File: src/assert_macros.svh
// Assertion macros shared by the controller's RTL files.
`ifndef ASSERT_MACROS_SVH
`define ASSERT_MACROS_SVH
`ifndef SYNTHESIS
`define ASSERT_HOLDS(label, clk, rst_n, ante, cons, msg) \
    label: assert property (@(posedge clk) disable iff (!rst_n) (ante) |-> (cons)) \
        else $error(msg);
`define ASSERT_NEXT(label, clk, rst_n, ante, cons, msg) \
    label: assert property (@(posedge clk) disable iff (!rst_n) (ante) |=> (cons)) \
        else $error(msg);
`else
`define ASSERT_HOLDS(label, clk, rst_n, ante, cons, msg)
`define ASSERT_NEXT(label, clk, rst_n, ante, cons, msg)
`endif
`endif

File: src/pcc_pkg.sv
// Types and constants shared by the PID current controller modules.
package pcc_pkg;

    localparam int DATA_W  = 32;
    localparam int ID_W    = 8;
    localparam int DRIVE_W = 20;
    localparam int ERR_W   = DATA_W + 1;
    localparam int SUM_W   = DATA_W + 2;
    localparam int ACC_W   = 64;
    localparam int IDX_W   = 2;
    localparam int STEP_W  = 6;
    localparam int FRAC_W  = 16;
    localparam int SCALE_W = 29;

    localparam logic [IDX_W-1:0] REG_PROP_GAIN  = 2'd0;
    localparam logic [IDX_W-1:0] REG_INTEG_GAIN = 2'd1;
    localparam logic [IDX_W-1:0] REG_DERIV_GAIN = 2'd2;

    localparam logic [DATA_W-1:0] PROP_GAIN_RST  = 32'd131072;
    localparam logic [DATA_W-1:0] INTEG_GAIN_RST = 32'd196608;
    localparam logic [DATA_W-1:0] DERIV_GAIN_RST = 32'd327680;

    localparam logic signed [DRIVE_W-1:0] DRIVE_MAX = 20'sd327680;
    localparam logic signed [DRIVE_W-1:0] DRIVE_MIN = -20'sd327680;

    // Smallest sum magnitude whose scaled value exceeds the drive limit.
    localparam logic [ACC_W-1:0]  CLAMP_THRESH = 64'd327681000;
    // Division by 1000 of a magnitude below 2^29 as a multiply by
    // ceil(2^39 / 1000) followed by a right shift of 39.
    localparam logic [DATA_W-1:0] SCALE_RECIP  = 32'd549755814;
    localparam int                SCALE_SHIFT  = 39;
    localparam logic [61:0]       PROD_LIM     = 62'h2000_0000_0000_0000;

    localparam logic [STEP_W-1:0] RATE_STEPS  = STEP_W'(SUM_W + FRAC_W);

    typedef struct packed {
        logic              start;
        logic [STEP_W-1:0] steps;
    } t_div_ctl;

endpackage

File: src/pcc_divider.sv
// Radix-2 restoring divider that produces one quotient bit per cycle.
`include "assert_macros.svh"

module pcc_divider (
    input  logic                      i_clk,
    input  logic                      i_rst_n,
    input  pcc_pkg::t_div_ctl         i_ctl,
    input  logic [pcc_pkg::ACC_W-1:0]  i_num,
    input  logic [pcc_pkg::DATA_W-1:0] i_den,
    output logic                      o_busy,
    output logic [pcc_pkg::ACC_W-1:0]  o_quo
);
    import pcc_pkg::*;

    logic              r_busy;
    logic [STEP_W-1:0] r_cnt;
    logic [DATA_W-1:0] r_den;
    logic [DATA_W-1:0] r_rem;
    logic [ACC_W-1:0]  r_num;
    logic [ACC_W-1:0]  r_quo;
    logic [DATA_W:0]   trial;
    logic              fits;

    always_comb begin
        trial = {r_rem, r_num[ACC_W-1]};
        fits  = trial >= {1'b0, r_den};
    end

    always_ff @(posedge i_clk) begin
        if (!i_rst_n) begin
            r_busy <= 1'b0;
            r_cnt  <= '0;
        end else if (i_ctl.start) begin
            r_busy <= 1'b1;
            r_cnt  <= i_ctl.steps;
            r_den  <= i_den;
            r_num  <= i_num;
            r_rem  <= '0;
            r_quo  <= '0;
        end else if (r_busy) begin
            r_num <= {r_num[ACC_W-2:0], 1'b0};
            r_quo <= {r_quo[ACC_W-2:0], fits};
            if (fits) begin
                r_rem <= DATA_W'(trial - {1'b0, r_den});
            end else begin
                r_rem <= trial[DATA_W-1:0];
            end
            r_cnt <= r_cnt - 1'b1;
            if (r_cnt == STEP_W'(1)) begin
                r_busy <= 1'b0;
            end
        end
    end

    assign o_busy = r_busy;
    assign o_quo  = r_quo;

endmodule

File: src/pid_current_controller_unit.sv
// Top level of the PID current controller with its sequencer and shared multiplier.
//
// An input word (measured, target, sample time, motor id) is taken when
// i_in_valid is high and o_in_stall is low; o_in_stall is high while a word
// is being worked on. The result word (drive current, clamp flag, id) is
// offered on o_out_valid and is taken when i_out_stall is low.
// One 32 by 32 multiplier, used under a sequencer, forms the integral step,
// the three gain products and the final scaling by 1000, which is taken as a
// multiply by a fixed reciprocal; one restoring divider, one bit per cycle,
// forms the rate term in 50 steps.
// The rate division sets the timing. A clamped result skips the scaling and
// appears sooner, and a new word is taken only when the sequencer is idle.
// A finished result sits in the output register, so the next word can be
// taken while it waits; if the receiver still stalls when the following
// result is ready, the sequencer holds that result until the register frees.
// Reset clears the previous error and the integral, returns the gains to
// 2.0, 3.0 and 5.0, and empties the output register. The user must write the
// gains via the configuration port while idle; the block does not enforce it.
`include "assert_macros.svh"

module pid_current_controller_unit (
    input  logic                              i_clk,
    input  logic                              i_rst_n,
    input  logic                              i_in_valid,
    output logic                              o_in_stall,
    input  logic signed [pcc_pkg::DATA_W-1:0]  i_measured,
    input  logic signed [pcc_pkg::DATA_W-1:0]  i_target,
    input  logic [pcc_pkg::DATA_W-1:0]         i_sample_time,
    input  logic [pcc_pkg::ID_W-1:0]           i_motor_id,
    output logic                              o_out_valid,
    input  logic                              i_out_stall,
    output logic signed [pcc_pkg::DRIVE_W-1:0] o_drive_current,
    output logic                              o_clamped,
    output logic [pcc_pkg::ID_W-1:0]           o_dest_id,
    input  logic                              i_cfg_we,
    input  logic [pcc_pkg::IDX_W-1:0]          i_cfg_index,
    input  logic [pcc_pkg::DATA_W-1:0]         i_cfg_data
);
    import pcc_pkg::*;

    typedef enum logic [3:0] {
        S_IDLE, S_PREP, S_ILO, S_IHI, S_IACC, S_IADD,
        S_GLD, S_GLO, S_GHI, S_GACC, S_GSUM,
        S_WRATE, S_ABS, S_SGO, S_WSCALE, S_DONE
    } t_state;

    typedef enum logic [1:0] {
        TERM_PROP, TERM_INTEG, TERM_DERIV
    } t_term;

    t_state r_state;
    t_term  r_k;

    logic [DATA_W-1:0]  r_kp;
    logic [DATA_W-1:0]  r_ki;
    logic [DATA_W-1:0]  r_kd;
    logic [ERR_W-1:0]   r_prev;
    logic [ACC_W-1:0]   r_integ;

    logic [ERR_W-1:0]   r_err;
    logic [DATA_W-1:0]  r_dt;
    logic [ID_W-1:0]    r_id;
    logic [SUM_W-1:0]   r_ms;
    logic               r_s_neg;
    logic [SUM_W-1:0]   r_md;
    logic               r_d_neg;
    logic [ACC_W-1:0]   r_prod;
    logic [ACC_W-1:0]   r_lo;
    logic [48:0]        r_mi;
    logic [DATA_W-1:0]  r_ga;
    logic [ACC_W-1:0]   r_gb;
    logic               r_gneg;
    logic [61:0]        r_m;
    logic [ACC_W-1:0]   r_sum;
    logic               r_out_neg;
    logic               r_clamp;
    logic [SCALE_W-1:0] r_smag;
    logic [DRIVE_W-2:0] r_scaled;

    logic                      r_out_valid;
    logic signed [DRIVE_W-1:0] r_drive;
    logic                      r_clamp_out;
    logic [ID_W-1:0]           r_dest;

    logic [SUM_W-1:0]   s_sum;
    logic [SUM_W-1:0]   s_diff;
    logic [SUM_W-1:0]   ms;
    logic [SUM_W-1:0]   md;
    logic [ERR_W-1:0]   err_mag;
    logic [ACC_W-1:0]   integ_mag;
    logic [DATA_W-1:0]  gain_sel;
    logic [ACC_W-1:0]   gb_sel;
    logic               bneg_sel;
    logic [DATA_W-1:0]  mul_a;
    logic [DATA_W-1:0]  mul_b;
    logic [ACC_W-1:0]   mul_p;
    logic [SUM_W+DATA_W-1:0] int_full;
    logic [ACC_W:0]     int_add;
    logic [ACC_W-1:0]   prod_join;
    logic [61:0]        m_sat;
    logic [ACC_W-1:0]   sum_mag;
    logic [DRIVE_W-1:0] drive_mag;
    logic [DRIVE_W-1:0] drive_val;

    t_div_ctl           div_ctl;
    logic [ACC_W-1:0]   div_num;
    logic [DATA_W-1:0]  div_den;
    logic               div_busy;
    logic [ACC_W-1:0]   div_quo;

    always_comb begin
        s_sum     = {r_err[ERR_W-1], r_err} + {r_prev[ERR_W-1], r_prev};
        s_diff    = {r_err[ERR_W-1], r_err} - {r_prev[ERR_W-1], r_prev};
        ms        = s_sum[SUM_W-1] ? SUM_W'(-s_sum) : s_sum;
        md        = s_diff[SUM_W-1] ? SUM_W'(-s_diff) : s_diff;
        err_mag   = r_err[ERR_W-1] ? ERR_W'(-r_err) : r_err;
        integ_mag = r_integ[ACC_W-1] ? ACC_W'(-r_integ) : r_integ;

        case (r_k)
            TERM_PROP: begin
                gain_sel = r_kp;
                gb_sel   = {{(ACC_W-DATA_W){1'b0}}, err_mag[DATA_W-1:0]};
                bneg_sel = r_err[ERR_W-1];
            end
            TERM_INTEG: begin
                gain_sel = r_ki;
                gb_sel   = integ_mag;
                bneg_sel = r_integ[ACC_W-1];
            end
            TERM_DERIV: begin
                gain_sel = r_kd;
                gb_sel   = (r_dt == '0) ? '0 : div_quo;
                bneg_sel = r_d_neg;
            end
            default: begin
                gain_sel = '0;
                gb_sel   = '0;
                bneg_sel = 1'b0;
            end
        endcase

        case (r_state)
            S_ILO: begin
                mul_a = r_ms[DATA_W-1:0];
                mul_b = r_dt;
            end
            S_IHI: begin
                mul_a = DATA_W'(r_ms[SUM_W-1:DATA_W]);
                mul_b = r_dt;
            end
            S_GHI: begin
                mul_a = r_ga;
                mul_b = r_gb[ACC_W-1:DATA_W];
            end
            S_SGO: begin
                mul_a = {{(DATA_W-SCALE_W){1'b0}}, r_smag};
                mul_b = SCALE_RECIP;
            end
            default: begin
                mul_a = r_ga;
                mul_b = r_gb[DATA_W-1:0];
            end
        endcase
        mul_p = mul_a * mul_b;

        int_full = {r_prod[SUM_W-1:0], {DATA_W{1'b0}}} + {2'b00, r_lo};
        if (r_s_neg) begin
            int_add = {r_integ[ACC_W-1], r_integ} - {16'd0, r_mi};
        end else begin
            int_add = {r_integ[ACC_W-1], r_integ} + {16'd0, r_mi};
        end

        prod_join = {r_prod[47:0], 16'd0} + {16'd0, r_lo[ACC_W-1:FRAC_W]};
        if ((|r_prod[ACC_W-1:45]) || (prod_join > {2'b00, PROD_LIM})) begin
            m_sat = PROD_LIM;
        end else begin
            m_sat = prod_join[61:0];
        end

        sum_mag   = r_sum[ACC_W-1] ? ACC_W'(-r_sum) : r_sum;
        drive_mag = r_clamp ? DRIVE_MAX : {1'b0, r_scaled};
        drive_val = r_out_neg ? DRIVE_W'(-drive_mag) : drive_mag;

        div_ctl.start = (r_state == S_ILO);
        div_ctl.steps = RATE_STEPS;
        div_num       = {r_md, {(ACC_W-SUM_W){1'b0}}};
        div_den       = r_dt;
    end

    always_ff @(posedge i_clk) begin
        r_prod <= mul_p;
    end

    always_ff @(posedge i_clk) begin
        if (!i_rst_n) begin
            r_state     <= S_IDLE;
            r_k         <= TERM_PROP;
            r_kp        <= PROP_GAIN_RST;
            r_ki        <= INTEG_GAIN_RST;
            r_kd        <= DERIV_GAIN_RST;
            r_prev      <= '0;
            r_integ     <= '0;
            r_out_valid <= 1'b0;
        end else begin
            if (i_cfg_we) begin
                case (i_cfg_index)
                    REG_PROP_GAIN:  r_kp <= i_cfg_data;
                    REG_INTEG_GAIN: r_ki <= i_cfg_data;
                    REG_DERIV_GAIN: r_kd <= i_cfg_data;
                    default: ;
                endcase
            end

            if (r_out_valid && !i_out_stall && (r_state != S_DONE)) begin
                r_out_valid <= 1'b0;
            end

            case (r_state)
                S_IDLE: begin
                    if (i_in_valid) begin
                        r_err   <= {i_target[DATA_W-1], i_target}
                                 - {i_measured[DATA_W-1], i_measured};
                        r_dt    <= i_sample_time;
                        r_id    <= i_motor_id;
                        r_sum   <= '0;
                        r_state <= S_PREP;
                    end
                end
                S_PREP: begin
                    r_ms    <= ms;
                    r_s_neg <= s_sum[SUM_W-1];
                    r_md    <= md;
                    r_d_neg <= s_diff[SUM_W-1];
                    r_prev  <= r_err;
                    r_state <= S_ILO;
                end
                S_ILO: begin
                    r_state <= S_IHI;
                end
                S_IHI: begin
                    r_lo    <= r_prod;
                    r_state <= S_IACC;
                end
                S_IACC: begin
                    r_mi    <= int_full[SUM_W+DATA_W-1:17];
                    r_state <= S_IADD;
                end
                S_IADD: begin
                    if (int_add[ACC_W] != int_add[ACC_W-1]) begin
                        r_integ <= int_add[ACC_W] ? {1'b1, {(ACC_W-1){1'b0}}}
                                                  : {1'b0, {(ACC_W-1){1'b1}}};
                    end else begin
                        r_integ <= int_add[ACC_W-1:0];
                    end
                    r_k     <= TERM_PROP;
                    r_state <= S_GLD;
                end
                S_GLD: begin
                    r_ga    <= gain_sel[DATA_W-1] ? DATA_W'(-gain_sel) : gain_sel;
                    r_gb    <= gb_sel;
                    r_gneg  <= gain_sel[DATA_W-1] ^ bneg_sel;
                    r_state <= S_GLO;
                end
                S_GLO: begin
                    r_state <= S_GHI;
                end
                S_GHI: begin
                    r_lo    <= r_prod;
                    r_state <= S_GACC;
                end
                S_GACC: begin
                    r_m     <= m_sat;
                    r_state <= S_GSUM;
                end
                S_GSUM: begin
                    if (r_gneg) begin
                        r_sum <= r_sum - {2'b00, r_m};
                    end else begin
                        r_sum <= r_sum + {2'b00, r_m};
                    end
                    case (r_k)
                        TERM_PROP: begin
                            r_k     <= TERM_INTEG;
                            r_state <= S_GLD;
                        end
                        TERM_INTEG: begin
                            r_state <= S_WRATE;
                        end
                        default: begin
                            r_state <= S_ABS;
                        end
                    endcase
                end
                S_WRATE: begin
                    if (!div_busy) begin
                        r_k     <= TERM_DERIV;
                        r_state <= S_GLD;
                    end
                end
                S_ABS: begin
                    r_out_neg <= r_sum[ACC_W-1];
                    r_smag    <= sum_mag[SCALE_W-1:0];
                    if (sum_mag >= CLAMP_THRESH) begin
                        r_clamp <= 1'b1;
                        r_state <= S_DONE;
                    end else begin
                        r_clamp <= 1'b0;
                        r_state <= S_SGO;
                    end
                end
                S_SGO: begin
                    r_state <= S_WSCALE;
                end
                S_WSCALE: begin
                    r_scaled <= r_prod[SCALE_SHIFT+DRIVE_W-2:SCALE_SHIFT];
                    r_state  <= S_DONE;
                end
                S_DONE: begin
                    if (!r_out_valid || !i_out_stall) begin
                        r_out_valid <= 1'b1;
                        r_drive     <= drive_val;
                        r_clamp_out <= r_clamp;
                        r_dest      <= r_id;
                        r_state     <= S_IDLE;
                    end
                end
                default: begin
                    r_state <= S_IDLE;
                end
            endcase
        end
    end

    pcc_divider u_divider (
        .i_clk   (i_clk),
        .i_rst_n (i_rst_n),
        .i_ctl   (div_ctl),
        .i_num   (div_num),
        .i_den   (div_den),
        .o_busy  (div_busy),
        .o_quo   (div_quo)
    );

    assign o_in_stall      = (r_state != S_IDLE);
    assign o_out_valid     = r_out_valid;
    assign o_drive_current = r_drive;
    assign o_clamped       = r_clamp_out;
    assign o_dest_id       = r_dest;

    `ASSERT_NEXT(a_stall_after_accept, i_clk, i_rst_n, i_in_valid && !o_in_stall, o_in_stall, "word accepted but the input was not stalled afterwards")
    `ASSERT_HOLDS(a_div_free_on_start, i_clk, i_rst_n, div_ctl.start, !div_busy, "divider started while still busy")
    `ASSERT_HOLDS(a_clamp_at_limit, i_clk, i_rst_n, o_out_valid && o_clamped, o_drive_current == DRIVE_MAX || o_drive_current == DRIVE_MIN, "clamp flag set away from the limit")
    `ASSERT_HOLDS(a_drive_in_range, i_clk, i_rst_n, o_out_valid && !o_clamped, o_drive_current <= DRIVE_MAX && o_drive_current >= DRIVE_MIN, "drive current beyond the limit")

endmodule

File: config.mk
export PLATFORM = sky130hd
export DESIGN_NAME = pid_current_controller_unit
export DESIGN_NICKNAME = d
export VERILOG_FILES = /design/src/pcc_pkg.sv /design/src/pcc_divider.sv /design/src/pid_current_controller_unit.sv
export VERILOG_INCLUDE_DIRS = /design/src /design/src/src
export SDC_FILE = /design/constraint.sdc
export NUM_CORES = 2
export LEC_CHECK = 0
export BUFFER_PORTS_ARGS = -buffer_cell sky130_fd_sc_hd__buf_2
export CAP_MARGIN = 20
export CORE_MARGIN = 3
export CORE_UTILIZATION = 60
export DETAILED_ROUTE_END_ITERATION = 16
export PLACE_DENSITY = 0.77
export SETUP_SLACK_MARGIN = 0.02
export SLEW_MARGIN = 10
export SYNTH_ARGS = -nofsm -noshare
export SYNTH_HDL_FRONTEND = slang
export SYNTH_SLANG_ARGS = --single-unit
File: constraint.sdc
create_clock -name i_clk -period 13.1 [get_ports i_clk]
set_input_delay 1.31 -clock i_clk [delete_from_list [all_inputs] [get_ports i_clk]]
set_output_delay 1.31 -clock i_clk [all_outputs]
set_load 0.1 [all_outputs]
==> reports/metrics.csv <==
metric;value;unit
status;complete, no violations;
Mapped Cells;10500;
Synth top area share;22.5;%
register area;26500;um2
GRT overflow;0;
relative slew slack;7.94;%
FP Rows;144;
layout net count;12000;
core area;155000;um2
CTS Hold Buffers Added;0;
number of fill cells;12800;
Root Driver;clkbuf_16;
async set or reset register ratio after synthesis;0;%
PnR worst setup slack;1240;ps
Synth Flop Type;edfxtp_1;
syn_area_per_cell;8.92;um2
RSZ-0062 raised after global routing;false;
TritonRoute pass-1 iters;7;
Area contributors post-synth;edfxtp_1 23%, fa_1 19%, ha_1 7.5%;
cell with the most instances after synthesis;nand2_1;
Clock transition at path regs;60;ps
Num CTS Buffers;106;
gpl congestion;1.04;
H-tree Lvls;3;
1st-iter DRT viols;10300;
Syn-to-layout area delta;6.98;%
CP max FO;21;
worst skew pair latency;770;ps
worst slew pin tran;1380;ps
Fmax;84.3;MHz
number of global-route vias before repair;78200;
Resized Gates After CTS;0;
Clock Skew;70.7;ps
Tot GR Track Use;40.6;%
Sink Count;974;
period utilization;90.6;%
Horiz. Die Dim;401;um
CP bufs+invs;5;
first-pass GRT wire length;493000;um
DRC;0;
Synth Net Count;12100;
CP most frequent cell;fa_1;
die area;161000;um2
Cell Area, Synth;93700;um2
Post-synth EDFFs;703;
Die H;401;um
slowest CP cell;dfxtp_1;
I/O pin count;174;
DP HPWL;254000;um
Final ANT Viol Nets;0;
Post-Layout Inst Area;100000;um2
Synth Warn #;0;
DP Worst Slack;1600;ps
startpoint types;register;
Hold Crit Class;reg -> reg;
initial core utilization;60.6;%
post-layout min period;11860;ps
post-synth top area cell;edfxtp_1;
Cell variety after synth;113;
Wirelength per Cell;26.1;um
commonest cells in the netlist;1,372 x nand2_1, 1,194 x inv_1, 1,112 x nor2_1;
initial antenna violation count;27;
kind of critical path;reg -> reg;
number of port buffers;173;
CTS tree;built;
setup TNS;0;ps
hold slack final;426;ps
area post-placement;96500;um2
vias per cell;6.37;
via count;80100;
Max stage delay on crit path;830;ps
sequential area share after synthesis;28.3;%
cell family with most CP delay;adder cells;
Total Wirelength;329000;um
Max Root-Sink Buffers;3;
max-slew violations;0;
Final Hold Fails;0;
Finish-stage setup viols;0;
max-cap viol count;0;
largest net degree at the start of global routing;176;
critical path arrival;12490;ps
layout cells sized above 1;6.19;%
Worst setup EP type;register;
Yosys reg bits;974;
footprint of the multi-input gates;60800;um2
post-CTS setup repair buffer count;0;
Worst EP required;13730;ps
## layout make-up
type / count / share of cell area, %
well taps: 2044 / 2.55
inverters: 1198 / 4.49
clock inverters: 66 / 0.766
diodes: 14 / 0.0350
clock buffers: 134 / 2.88
multi-input cells: 7814 / 60.7
flip-flops and latches: 974 / 26.5
repair buffers: 336 / 2.12
## worst paths after layout
kind | depth (start not counted) | end | slack [ps] | from
hold reg to reg | 0 | o_dest_id[5] | 430 | r_id[5]
setup reg to reg | 31 | r_prod[62] | 1240 | r_state[3]
setup / recovery | 31 | r_prod[62] | 1240 | r_state[3]
hold / removal | 0 | o_dest_id[5] | 430 | r_id[5]
## routing by layer
layer	track usage (%)	part of all wire [%]	up-vias
li1	-	-	35100
met1	54.8	39	39200
met2	59.3	42	4815
met3	12.0	13	989
met4	21.0	6.5	10
met5	0	0.020	-
## metrics by stage
stage	instances	util, %
final	12600	64.8
after floorplan	10500	-
after detailed placement	12400	62.4
after global routing	12600	64.8
after CTS	12600	64.8
after global placement	12400	62.4
## worst reg2reg max path: cells and delay by family, from the launching register on
kind | cells | cell delay, ps
buffers and inverters | 5 | 560
adders and majority gates | 9 | 4020
DFF | 1 | 830
AOI/OAI and AO/OA | 10 | 3910
and+or+nand+nor | 6 | 2270
xor gates and xnor gates | 1 | 180
## cell families (layout without fill, tap and decap cells)
family                     Yosys count  in the layout  share of synthesized area [%]
and+or+nand+nor                   3577           3577                           17.2
AOI/OAI and AO/OA                 2066           2066                           14.0
buffers and inverters             1713           1734                           6.95
adders and majority gates         1473           1473                           26.9
DFF                                974            974                           28.3
xor gates and xnor gates           634            634                           5.94
muxes                               64             64                          0.689
other                                0             14                              0
## flip-flops by register name, summed over array words and instances, names as in the netlist, 33 cells and up
register / flops
r_gb: 64
r_integ: 64
r_ms: 34
r_m: 62
u_divider.o_quo: 64
r_md: 33
r_lo: 48
r_sum: 64
r_prod: 64
r_mi: 49
r_prev: 33
u_divider.r_num: 34
r_err: 33
## layout by cell type (no fill, tap or decap), drive strengths merged, types with 21 or more instances in the layout
master / instances
xor2: 195
xnor2: 439
clkinv: 33
nand2b: 58
o21bai: 53
a21oi: 609
a211oi: 34
nor3b: 25
o21a: 57
edfxtp: 703
inv: 1205
nor3: 155
o211ai: 21
mux2i: 60
nor2b: 102
a31oi: 59
clkbuf: 134
or2: 44
nor2: 1112
or4: 44
and3: 99
nand2: 1372
a21boi: 159
nand4: 80
and2: 124
fa: 903
and4: 25
ha: 564
o41ai: 31
a22oi: 26
dfxtp: 271
o21ai: 516
a21o: 184
o31ai: 72
o22ai: 47
or3: 56
nand3: 141
buf: 336
nor4: 85
Power is left out: the tool's default activity adds up to more than one toggle a clock period on the data nets, which glitch-free logic cannot reach.
